**config.mk**
```make
export PLATFORM = sky130hd
export DESIGN_NAME = light_tamper_detector_core
export DESIGN_NICKNAME = d
export VERILOG_FILES = /design/src/ltd_pkg.sv /design/src/light_tamper_detector_core.sv
export VERILOG_INCLUDE_DIRS = /design/src /design/src/src
export SDC_FILE = /design/constraint.sdc
export NUM_CORES = 1
export LEC_CHECK = 0
export ABC_CLOCK_PERIOD_IN_PS = 5700
export BUFFER_PORTS_ARGS = -buffer_cell sky130_fd_sc_hd__buf_4
export CELL_PAD_IN_SITES_DETAIL_PLACEMENT = 2
export CELL_PAD_IN_SITES_GLOBAL_PLACEMENT = 2
export CORE_ASPECT_RATIO = 2
export CORE_MARGIN = 1.5
export CORE_UTILIZATION = 31
export DETAILED_ROUTE_END_ITERATION = 6
export PLACE_DENSITY_LB_ADDON = 0.1
export SETUP_SLACK_MARGIN = 0.1
export SYNTH_ARGS = -nofsm -noshare
export SYNTH_HDL_FRONTEND = slang
export SYNTH_SLANG_ARGS = --single-unit
export TNS_END_PERCENT = 20
```
**constraint.sdc**
```tcl
create_clock -name aclk -period 5.7 [get_ports aclk]
set_input_delay 1.71 -clock aclk [delete_from_list [all_inputs] [get_ports aclk]]
set_output_delay 1.71 -clock aclk [all_outputs]
set_load 0.02 [all_outputs]
```
**src/light_tamper_detector_core_defines.svh**
```systemverilog
// Assertion macros for the light tamper detector core.
`ifndef LIGHT_TAMPER_DETECTOR_CORE_DEFINES_SVH
`define LIGHT_TAMPER_DETECTOR_CORE_DEFINES_SVH

// Same-cycle implication, sampled on aclk, idle during reset.
`define LTD_ASSERT_NOW(lbl, ante, cons, msg) \
    lbl: assert property (@(posedge aclk) disable iff (!aresetn) (ante) |-> (cons)) \
        else $error(msg);

// Next-cycle implication, sampled on aclk, idle during reset.
`define LTD_ASSERT_NEXT(lbl, ante, cons, msg) \
    lbl: assert property (@(posedge aclk) disable iff (!aresetn) (ante) |=> (cons)) \
        else $error(msg);

`endif

```
**src/ltd_pkg.sv**
```systemverilog
// Shared types and constants of the light tamper detector core.
package ltd_pkg;

    localparam int unsigned THRESH_W  = 12;
    localparam int unsigned REF_OUT_W = 13;

    localparam logic [THRESH_W-1:0] THRESH_RESET = 12'd200;

    typedef enum logic {
        ACTION_CALIBRATE = 1'b0,
        ACTION_SAMPLE    = 1'b1
    } action_t;

    typedef logic [THRESH_W-1:0] thresh_t;

endpackage

```
**src/light_tamper_detector_core.sv**
```systemverilog
// Light tamper detector: calibration, anomaly check and tamper run detection.
//
// Usage:
//   Input channel (s_valid/s_ready): s_action = 0 starts a calibration,
//   s_action = 1 carries a light reading in s_sample.
//   Result channel (m_valid/m_ready): one transfer per input transfer with
//   m_anomaly, m_tamper, m_calibration_done and m_reference_level.
//   Config channel (cfg_valid/cfg_ready): cfg_data sets the anomaly threshold;
//   write only while the block is idle. cfg_ready is always high.
// Timing: the result is registered and becomes valid in the cycle after the input transfer.
// Throughput: one item per cycle while no result is held back by m_ready; the state update, the mean of the window
//   (one reciprocal multiply), the distance compare and the history shift
//   all sit between the input handshake and the result register.
// Reset: threshold returns to 200, reference to -1, window and history empty,
//   result register empty.
// Stall: while a result is held and m_ready is low the result register holds and s_ready drops;
//   a new item is taken in the same cycle the held result is transferred.
`include "light_tamper_detector_core_defines.svh"

module light_tamper_detector_core #(
    parameter int unsigned WINDOW      = 8,
    parameter int unsigned RUN         = 8,
    parameter int unsigned SAMPLE_BITS = 12
) (
    input  logic                                 aclk,
    input  logic                                 aresetn,

    input  logic                                 cfg_valid,
    output logic                                 cfg_ready,
    input  logic [ltd_pkg::THRESH_W-1:0]         cfg_data,

    input  logic                                 s_valid,
    output logic                                 s_ready,
    input  logic                                 s_action,
    input  logic [SAMPLE_BITS-1:0]               s_sample,

    output logic                                 m_valid,
    input  logic                                 m_ready,
    output logic                                 m_anomaly,
    output logic                                 m_tamper,
    output logic                                 m_calibration_done,
    output logic signed [ltd_pkg::REF_OUT_W-1:0] m_reference_level
);

    localparam int unsigned FILL_W    = $clog2(WINDOW + 1);
    localparam int unsigned SUM_W     = SAMPLE_BITS + $clog2(WINDOW);
    localparam int unsigned DIV_SHIFT = SUM_W + $clog2(WINDOW);
    localparam int unsigned MULT_W    = SUM_W + 2;
    localparam int unsigned PROD_W    = SUM_W + MULT_W;
    localparam longint unsigned DIV_MULT =
        ((longint'(1) << DIV_SHIFT) + longint'(WINDOW) - 1) / longint'(WINDOW);
    localparam int unsigned REF_W     = SAMPLE_BITS + 1;
    localparam int unsigned DIFF_W    = SAMPLE_BITS + 2;
    localparam int unsigned ABS_W     = SAMPLE_BITS + 1;
    localparam int unsigned CMP_W     =
        (ABS_W > ltd_pkg::THRESH_W) ? ABS_W : ltd_pkg::THRESH_W;
    localparam int unsigned EXT_W     =
        (REF_W > ltd_pkg::REF_OUT_W) ? REF_W : ltd_pkg::REF_OUT_W;

    ltd_pkg::thresh_t          thresh_reg;
    logic                      calibrating_reg, calibrating_next;
    logic [FILL_W-1:0]         fill_count_reg, fill_count_next;
    logic [SUM_W-1:0]          calib_sum_reg, calib_sum_next;
    logic signed [REF_W-1:0]   reference_reg, reference_next;
    logic [RUN-1:0]            history_reg, history_next;

    logic                      m_valid_reg;
    logic                      anomaly_reg, anomaly_next;
    logic                      tamper_reg, tamper_next;
    logic                      done_reg, done_next;

    logic                      in_xfer;
    logic [SUM_W-1:0]          sum_inc;
    logic [PROD_W-1:0]         prod;
    logic [PROD_W-1:0]         prod_shift;
    logic signed [DIFF_W-1:0]  diff;
    logic [DIFF_W-1:0]         diff_abs;
    logic                      over;
    logic [RUN:0]              hist_shift;
    logic signed [EXT_W-1:0]   ref_ext;

    assign cfg_ready = 1'b1;
    assign s_ready   = !m_valid_reg || m_ready;
    assign in_xfer   = s_valid && s_ready;

    assign sum_inc    = calib_sum_reg + SUM_W'(s_sample);
    assign prod       = PROD_W'(sum_inc) * PROD_W'(DIV_MULT);
    assign prod_shift = prod >> DIV_SHIFT;

    assign diff     = DIFF_W'($signed({1'b0, s_sample})) - DIFF_W'(reference_reg);
    assign diff_abs = diff[DIFF_W-1] ? DIFF_W'(-diff) : DIFF_W'(diff);
    assign over     = CMP_W'(diff_abs[ABS_W-1:0]) > CMP_W'(thresh_reg);
    assign hist_shift = {history_reg, over};

    always_comb begin
        calibrating_next = calibrating_reg;
        fill_count_next  = fill_count_reg;
        calib_sum_next   = calib_sum_reg;
        reference_next   = reference_reg;
        history_next     = history_reg;
        anomaly_next     = 1'b0;
        tamper_next      = 1'b0;
        done_next        = 1'b0;
        if (s_action == ltd_pkg::ACTION_CALIBRATE) begin
            calibrating_next = 1'b1;
            calib_sum_next   = '0;
            fill_count_next  = '0;
            history_next     = '0;
        end else if (calibrating_reg) begin
            calib_sum_next  = sum_inc;
            fill_count_next = fill_count_reg + FILL_W'(1);
            if (fill_count_reg >= FILL_W'(WINDOW - 1)) begin
                reference_next   = REF_W'($signed({1'b0, prod_shift[SAMPLE_BITS-1:0]}));
                fill_count_next  = FILL_W'(WINDOW);
                calibrating_next = 1'b0;
                calib_sum_next   = '0;
                done_next        = 1'b1;
            end
        end else if (fill_count_reg < FILL_W'(WINDOW)) begin
            fill_count_next = fill_count_reg + FILL_W'(1);
        end else begin
            anomaly_next = over;
            history_next = hist_shift[RUN-1:0];
            tamper_next  = &hist_shift[RUN-1:0];
        end
    end

    always_ff @(posedge aclk) begin
        if (!aresetn) begin
            thresh_reg      <= ltd_pkg::THRESH_RESET;
            calibrating_reg <= 1'b0;
            fill_count_reg  <= '0;
            calib_sum_reg   <= '0;
            reference_reg   <= '1;
            history_reg     <= '0;
            m_valid_reg     <= 1'b0;
        end else begin
            if (cfg_valid && cfg_ready) begin
                thresh_reg <= cfg_data;
            end
            if (in_xfer) begin
                calibrating_reg <= calibrating_next;
                fill_count_reg  <= fill_count_next;
                calib_sum_reg   <= calib_sum_next;
                reference_reg   <= reference_next;
                history_reg     <= history_next;
                m_valid_reg     <= 1'b1;
            end else if (m_ready) begin
                m_valid_reg <= 1'b0;
            end
        end
    end

    always_ff @(posedge aclk) begin
        if (in_xfer) begin
            anomaly_reg <= anomaly_next;
            tamper_reg  <= tamper_next;
            done_reg    <= done_next;
        end
    end

    assign ref_ext = EXT_W'(reference_reg);

    assign m_valid            = m_valid_reg;
    assign m_anomaly          = anomaly_reg;
    assign m_tamper           = tamper_reg;
    assign m_calibration_done = done_reg;
    assign m_reference_level  = ref_ext[ltd_pkg::REF_OUT_W-1:0];

    `LTD_ASSERT_NEXT(a_cal_restart,
        in_xfer && (s_action == ltd_pkg::ACTION_CALIBRATE),
        calibrating_reg && (fill_count_reg == '0) && (history_reg == '0),
        "calibration command did not clear window and history")
    `LTD_ASSERT_NOW(a_done_quiet, m_valid_reg && done_reg,
        !anomaly_reg && !tamper_reg && !calibrating_reg,
        "calibration result carries a check flag")
    `LTD_ASSERT_NOW(a_tamper_flag, m_valid_reg && tamper_reg, anomaly_reg,
        "tamper without anomaly on the same result")
    `LTD_ASSERT_NOW(a_fill_bound, 1'b1, fill_count_reg <= FILL_W'(WINDOW),
        "window fill level beyond window size")

endmodule
```
# ---- Word level (Yosys, flattened, before mapping)
# Cells that the tools add are included.
dict set report word_totals {
  register_bits 56
  in_bits 30
  output_inout_bits 19
  word_cells 50
}
dict set report op_classes {
  addsub 4
  n_lt_le_gt_ge 3
  eq_ne 4
  muxes 17
  bitwise 1
  reduce_logical 11
}
# op n
set op_table {}
lappend op_table {{15-bit two-way mux} 3}
lappend op_table {{7-bit two-way mux} 3}
lappend op_table {{4-bit two-way mux} 4}
lappend op_table {{15-bit by 12-bit adder with 15-bit output} 1}
lappend op_table {{13-bit by 13-bit subtractor with 14-bit output} 1}
lappend op_table {{13-bit by 12-bit greater-than comparator with 1-bit output} 1}
lappend op_table {{13-bit two-way mux} 1}
lappend op_table {{13-bit negator} 1}
lappend op_table {{8-bit AND reduction} 1}
lappend op_table {{1-bit two-way mux} 6}
lappend op_table {{2-bit AND reduction} 3}
lappend op_table {{4-bit by 1-bit adder with 4-bit output (second input constant)} 1}
lappend op_table {{4-bit by 3-bit >= comparator with 1-bit output (second input constant)} 1}
lappend op_table {{4-bit < comparator (second input constant)} 1}
lappend op_table {{2-bit inequality test (second input constant)} 2}
lappend op_table {{4-bit AND reduction} 1}
lappend op_table {{3-bit by 1-bit inequality test with 1-bit output (second input constant)} 1}
lappend op_table {{3-bit AND reduction} 1}
lappend op_table {{3-bit OR reduction} 1}
lappend op_table {{2-bit by 1-bit inequality test with 1-bit output (second input constant)} 1}
lappend op_table {{2-bit nonzero test} 1}
lappend op_table {{1-bit logical AND} 1}
lappend op_table {{1-bit zero test} 1}
lappend op_table {{1-bit logical OR} 1}
lappend op_table {{1-bit inverter} 1}

# ---- Longest topological paths before layout
# Gate-level depths: netlist of run 1.
dict set report depth {
  word_depth 7
  depth_mapped 21
  depth_no_buf 21
}

# ---- Worst setup path before layout of run 1
# No wires, ideal clock.
dict set report synth_path {
  kind {in2reg}
  startpoint {input port s_sample[0]}
  endpoint {register tamper_reg, in the netlist m_tamper (data pin)}
  arrival_ps 5759
  t_required_ps 5428
  slack_ps -331
  path_stages 20
  n_path_buf 0
  cell_sequence {inv_1 > ha_1 > fa_1 > ha_1 > nor2b_1 > and4_1 > a311oi_1 > or3_4 > or4_4 > nor2_1 > nor2_1 > xor2_1 > ha_1 > nand3_1 > nor2_1 > nand2_1 > o31ai_1 > inv_1 > nor4_1 > nor4_2}
}
dict set report synth_between {
  elab_chain_cells 5
}
# element line
set synth_lines {}
lappend synth_lines {{start: declaration} light_tamper_detector_core.sv:35} ;# input logic [SAMPLE_BITS-1:0] s_sample,
lappend synth_lines {{13-bit by 13-bit subtractor with 14-bit output (*)} light_tamper_detector_core.sv:90} ;# assign diff = DIFF_W'($signed({1'b0, s_sample})) - DIFF_W'(reference_reg);
lappend synth_lines {{13-bit negator} light_tamper_detector_core.sv:91} ;# assign diff_abs = diff[DIFF_W-1] ? DIFF_W'(-diff) : DIFF_W'(diff);
lappend synth_lines {{13-bit two-way mux (*)} light_tamper_detector_core.sv:91}
lappend synth_lines {{13-bit by 12-bit greater-than comparator with 1-bit output (*)} light_tamper_detector_core.sv:92} ;# assign over = CMP_W'(diff_abs[ABS_W-1:0]) > CMP_W'(thresh_reg);
lappend synth_lines {{8-bit AND reduction (*)} light_tamper_detector_core.sv:124} ;# tamper_next = &hist_shift[RUN-1:0];
lappend synth_lines {{end signal: assignment} light_tamper_detector_core.sv:157} ;# tamper_reg <= tamper_next;
lappend synth_lines {{end: declaration} light_tamper_detector_core.sv:69} ;# logic tamper_reg, tamper_next;
# Every way passes the cells marked *; elsewhere a longest branch is shown, timed or not.
# A chain may end at the register's enable or synchronous reset.

# ---- Final worst setup path of run 1
# Ends and elaborated chain as after synthesis.

==> results.json, run 1 <==
{
  "whs_ps": 491,
  "synth-simple-area-share_pct": 22.2,
  "start_util_pct": 31.7,
  "cts_buffers": 5,
  "die_h_um": 163,
  "finClkSkew_ps": 4.62,
  "drc": 0,
  "syn_to_final_growth_pct": 25.4,
  "grt_max_degree": 21,
  "r2r_cells": 20,
  "dpl.cell_count": 700,
  "clock_path_buffers": 2,
  "fin_total_pwr_uw": 935,
  "synthFlopType": "dfxtp_1",
  "ys_ff_latch": 56,
  "detail_route.iter0.violations": 108,
  "core_area_mm2": 0.0125,
  "cts_sinks": 56,
  "cts_tree": "done",
  "layout.cells.non_filler": 711,
  "hold_class": "reg -> reg",
  "synth_area_mm2": 0.00395,
  "relSlewSlack_pct": 42.7,
  "maxCapViolations": 0,
  "p_int_uw": 659,
  "grt_pass1_wl_mm": 21.3,
  "dieWidth_um": 82.8,
  "grtUsageTotal_pct": 19.6,
  "synth_edf_count": 3,
  "post-dp-hpwl_mm": 10.3,
  "clk_latency_ps": 300,
  "crit_arrival_ps": 5760,
  "grt_pass1_vias": 4267,
  "rsz0062_at_grt": "true",
  "first_pass_iters": 4,
  "finalSetupTns_ps": 0,
  "port_buffers": 47,
  "synth_xor_area_share_pct": 5.76,
  "synth_area_leaders": "dfxtp_1 (27%), ha_1 (12%), nor2_1 (6.0%)",
  "worst_path_max_delay_cell": "or4_4",
  "period_needed_ps": 5620,
  "cp_slowest_stage_delay_ps": 540,
  "worst-setup-path-type": "in -> reg",
  "place_ws_ps": -424,
  "ant_nets": 0,
  "drive_above_1_share_pct": 20.3,
  "avgSynthCellArea_um2": 8.05,
  "synthMuxAreaShare_pct": 2.79,
  "synth_top_area_share_pct": 26.8,
  "required_ps": 5830,
  "status": "completed",
  "worstSetupStartpointType": "primary input",
  "place_area_mm2": 0.00473,
  "yosysSeqAreaShare_pct": 29.1,
  "wl_mm": 12.7,
  "irDropWorstVdd_mv": 0.108,
  "post-route-util_pct": 39.7,
  "path_max_fanout": 4,
  "synth_adder_area_share_pct": 13.0,
  "nets": 630,
  "setup_viol": 0,
  "antenna_found_initial": 0,
  "cts-htree-levels": 2,
  "wire_per_inst_um": 17.9,
  "comb_power_share_pct": 21.9,
  "largest_register_ffs": 15,
  "worst_slack_ps": 75.0,
  "via_per_inst": 5.36,
  "tightest_slew_ps": 856,
  "synth_most_common_cell": "nor2_1",
  "cts_root_buffer": "clkbuf_16",
  "crit_chain": "buf_12 -> inv_12 -> ha_4 -> fa_1 -> ha_2 -> nor2b_4 -> and4_1 -> a311oi_2 -> or3_4 -> or4_4 -> nor2_4 -> nor2_2 -> xor2_1 -> ha_1 -> nand3_2 -> nor2_4 -> nand2_4 -> o31ai_4 -> o31ai_4 -> buf_6 -> o211a_4 -> nor4_2",
  "endpoint_kind": "register",
  "final-hold-violation-count": 0,
  "power_leakage_nw": 2.21,
  "timing.critical_path.depth": 22,
  "finalCritPeriodShare_pct": 98.7,
  "die-area_mm2": 0.0135,
  "holdBufCountCts": 0,
  "p_sw_uw": 276,
  "yosysUniqueCellTypes": 63,
  "vias": 3810,
  "power_density_mw_per_mm2": 189,
  "sw_frac_of_total_pct": 29.5,
  "synth_nets": 561,
  "ioPinCount": 49,
  "whs_path_depth": 2,
  "crit_family": "simple AND/OR/NAND/NOR gates",
  "synthTopCellsByCount": "nor2_1 (63), dfxtp_1 (53), ha_1 (38)",
  "cts.clk_slew.worst_paths_ps": 80,
  "drv_slew": 0,
  "fmax_mhz": 178,
  "async_flop_share_pct": 0,
  "synth_compound_area_share_pct": 21.5,
  "placementRows": 58,
  "finish.instance_area_mm2": 0.00496,
  "worst-path-buf-inv": 3,
  "pwr-share-clk_pct": 34.1,
  "p_seq_share_pct": 44.0,
  "yosys_warnings": 0,
  "syn_inst": 491,
  "synth_top_family_by_area": "simple AND/OR/NAND/NOR gates",
  "gr-total-overflow": 0,
  "antenna_cells": 0,
  "yosysTopAreaCell": "dfxtp_1",
  "gp_congestion": 0.740
}
==> placed cells by master (no fill, tap or decap), types with 6 or more instances in the layout <==
| cell | count |
|---|---|
| xor2_1 | 14 |
| buf_4 | 78 |
| nor2_1 | 60 |
| a22oi_1 | 12 |
| a21oi_1 | 32 |
| o211ai_1 | 17 |
| inv_1 | 35 |
| dfxtp_1 | 53 |
| ha_1 | 36 |
| nor3_1 | 12 |
| nand2b_1 | 13 |
| nand2_1 | 33 |
| mux2i_1 | 11 |
| o21a_1 | 6 |
| nand3_1 | 11 |
| o21ai_0 | 18 |
| xnor2_1 | 12 |
==> cells by family after synthesis <==
| family | count (synthesis) |
|---|---|
| xor+xnor | 26 |
| compound gates | 126 |
| mux | 11 |
| other cells | 1 |
| flops | 56 |
| buf+inv | 56 |
| simple gates | 175 |
| fa+ha+maj | 40 |
==> power groups by stage <==
stage | combinational [mW] | clock, mW | sequential, mW
floorplan | 0.123 | 0 | 0.421
global placement | 0.190 | 0 | 0.421
detailed placement | 0.199 | 0 | 0.421
CTS | 0.206 | 0.329 | 0.412
global route | 0.229 | 0.343 | 0.413
finish | 0.205 | 0.318 | 0.412
==> per-layer routing <==
metal / up-vias / routed length, um / track usage (%)
li1: 1883 / - / -
met1: 1877 / 4750 / 19.8
met2: 40 / 7490 / 40.8
met3: 10 / 260 / 2.38
met4: 0 / 208 / 5.61
met5: - / 0 / 0
==> worst register-to-register path, delay by kind of cell, from the launching register on <==
kind,cells,cell delay (ps)
XOR/XNOR,1,150
adder cells (fa/ha/maj),4,1230
AND/OR/NAND/NOR,10,1870
buffers and inverters,1,140
flip-flops,1,370
AO/OA/AOI/OAI,4,600
==> path summary, 6_finish.rpt <==
check	end	slack (ps)	startpoint
worst max-delay path	m_tamper	80	s_sample[0]
worst min-delay path	thresh_reg[3]	490	thresh_reg[3]
worst max register to register	m_tamper	1200	m_reference_level[0]
worst min register to register	thresh_reg[3]	490	thresh_reg[3]
==> area by class of cell <==
| cell class | count | area (um2) |
|---|---|---|
| clock buffer | 6 | 129 |
| clock inverter | 2 | 11.3 |
| fill | 1463 | 7520 |
| inverter | 38 | 155 |
| multi-input combinational | 379 | 2710 |
| sequential | 56 | 1150 |
| tap | 150 | 188 |
| timing repair buffer | 80 | 617 |
==> timing repair <==
| item | 4_1_cts | 5_1_grt |
|---|---|---|
| pin swaps | 10 | 15 |
| endpoints found under the setup margin | 3 | 3 |
| endpoints found under the hold margin | 0 | 0 |
| setup buffers | 2 | 1 |
| resized for setup | 8 | 8 |
No activity file was read; power rests on OpenSTA's default activity.
==> inputs of run 2 (changes only) <==
--- a/config.mk
+++ b/config.mk
@@ -14,6 +14,7 @@
 export CORE_MARGIN = 1.5
 export CORE_UTILIZATION = 31
 export DETAILED_ROUTE_END_ITERATION = 6
+export MAX_ROUTING_LAYER = met4
 export PLACE_DENSITY_LB_ADDON = 0.1
 export SETUP_SLACK_MARGIN = 0.1
 export SYNTH_ARGS = -nofsm -noshare
==> results.json, run 2 (synthesized netlist as in run 1, its figures left out) <==
{
  "status": "completed",
  "grt_pass1_wl_mm": 21.3,
  "startpoint": "s_sample[0]",
  "start_util_pct": 31.7,
  "worstSetupStartpointType": "primary input",
  "required_ps": 5830,
  "drv_slew": 0,
  "wire_per_inst_um": 17.9,
  "cts-htree-levels": 2,
  "gp_congestion": 0.750,
  "power_leakage_nw": 2.21,
  "die_h_um": 163,
  "largest_register_ffs": 15,
  "final_common_cell": "buf_4",
  "timing.critical_path.depth": 22,
  "antenna_found_initial": 0,
  "cts_tree": "done",
  "cts_sinks": 56,
  "power_density_mw_per_mm2": 189,
  "worst_slack_ps": 73.8,
  "relSlewSlack_pct": 40.7,
  "layout.cells.non_filler": 711,
  "dieWidth_um": 82.8,
  "worst-path-buf-inv": 3,
  "cts.clk_slew.worst_paths_ps": 80,
  "crit_family": "simple AND/OR/NAND/NOR gates",
  "maxCapViolations": 0,
  "nets": 630,
  "placementRows": 58,
  "via_per_inst": 5.37,
  "grtUsageTotal_pct": 20.2,
  "cts_buffers": 5,
  "r2r_start": "m_reference_level[0]",
  "die-area_mm2": 0.0135,
  "worst-setup-path-type": "in -> reg",
  "cp_slowest_stage_delay_ps": 540,
  "syn_to_final_growth_pct": 25.4,
  "whs_path_depth": 2,
  "grt_max_degree": 21,
  "core_area_mm2": 0.0125,
  "dpl.cell_count": 700,
  "fmax_mhz": 178,
  "gr-total-overflow": 0,
  "grt_pass1_vias": 4265,
  "antenna_cells": 0,
  "period_needed_ps": 5630,
  "hold_class": "reg -> reg",
  "port_buffers": 47,
  "irDropWorstVdd_mv": 0.109,
  "first_pass_iters": 4,
  "path_max_fanout": 4,
  "crit_arrival_ps": 5760,
  "ant_nets": 0,
  "wl_mm": 12.7,
  "vias": 3816,
  "r2r-end": "m_tamper",
  "regToRegSetupSlack_ps": 1190,
  "worst_path_max_delay_cell": "or4_4",
  "holdBufCountCts": 0,
  "clk_latency_ps": 300,
  "crit_path_end": "m_tamper",
  "tightest_slew_ps": 886,
  "setup_viol": 0,
  "drc": 0,
  "cts_root_buffer": "clkbuf_16",
  "endpoint_kind": "register",
  "final_cell_mix": "buf_4 (78), nor2_1 (60), dfxtp_1 (53)",
  "post-dp-hpwl_mm": 10.3,
  "finalCritPeriodShare_pct": 98.7,
  "crit_chain": "buf_12 -> inv_12 -> ha_4 -> fa_1 -> ha_2 -> nor2b_4 -> and4_1 -> a311oi_2 -> or3_4 -> or4_4 -> nor2_4 -> nor2_2 -> xor2_1 -> ha_1 -> nand3_2 -> nor2_4 -> nand2_4 -> o31ai_4 -> o31ai_4 -> buf_6 -> o211a_4 -> nor4_2",
  "clock_path_buffers": 2,
  "final-hold-violation-count": 0,
  "rsz0062_at_grt": "true",
  "finClkSkew_ps": 5.74,
  "r2r_cells": 20,
  "detail_route.iter0.violations": 83,
  "place_ws_ps": -424,
  "ioPinCount": 49,
  "drive_above_1_share_pct": 20.3
}
-- run 2: cell counts in the layout (fill, tap and decap cells not counted) --
No cell type changed its count.
-- run 2: final cells by class --
cell class	instances	area (um2)
well taps	150	188
repair buffers	80	617
inverters	38	155
fillers	1463	7520
flip-flops and latches	56	1150
clock inverters	2	11.3
clock buffers	6	129
multi-input cells	379	2710
-- run 2: timing repair --
item                       in CTS  in global routing
gates resized for setup         8                  8
buffers inserted                2                  1
setup endpoints to repair       3                  3
pin swaps                      10                 15
-- run 2: per-stage QoR --
step	TNS, ps	instance area [um2]	hold WS (ps)	power [mW]	utilization (%)
after detailed placement	-1120	4730	485	0.621	37.9
after global routing	-328	4960	537	0.985	39.7
final	0	4960	491	0.937	39.7
after floorplan	-40.5	4040	450	0.544	-
after CTS	-126	4910	499	0.947	39.4
after global placement	-630	4730	461	0.611	37.9
-- run 2: routing by layer --
layer | vias up | track usage [%] | wire length (um)
met4 | 0 | 5.61 | 206
met1 | 1882 | 20.1 | 4810
met5 | - | - | 0
met2 | 42 | 40.7 | 7490
li1 | 1882 | - | -
met3 | 10 | 2.13 | 217
-- run 2: how the worst min path moves through the flow --
stage                            from           endpoint
CTS                     thresh_reg[3]      thresh_reg[3]
floorplan           calib_sum_reg[11]  calib_sum_reg[11]
detailed placement      thresh_reg[3]      thresh_reg[3]
global placement    calib_sum_reg[11]  calib_sum_reg[11]
global route           thresh_reg[11]     thresh_reg[11]
finish                  thresh_reg[3]      thresh_reg[3]
-- run 2: tightest hold or removal path, delay by kind of cell, from the launching register on --
kind,cells,cell delay (ps)
buffers and inverters,1,70
AOI/OAI and AO/OA,1,80
DFF,1,300
-- run 2: power breakdown --
group	internal, mW	total, mW	switching, mW
clock	0.163	0.321	0.158
combinational	0.0908	0.205	0.114
sequential	0.405	0.412	0.00625
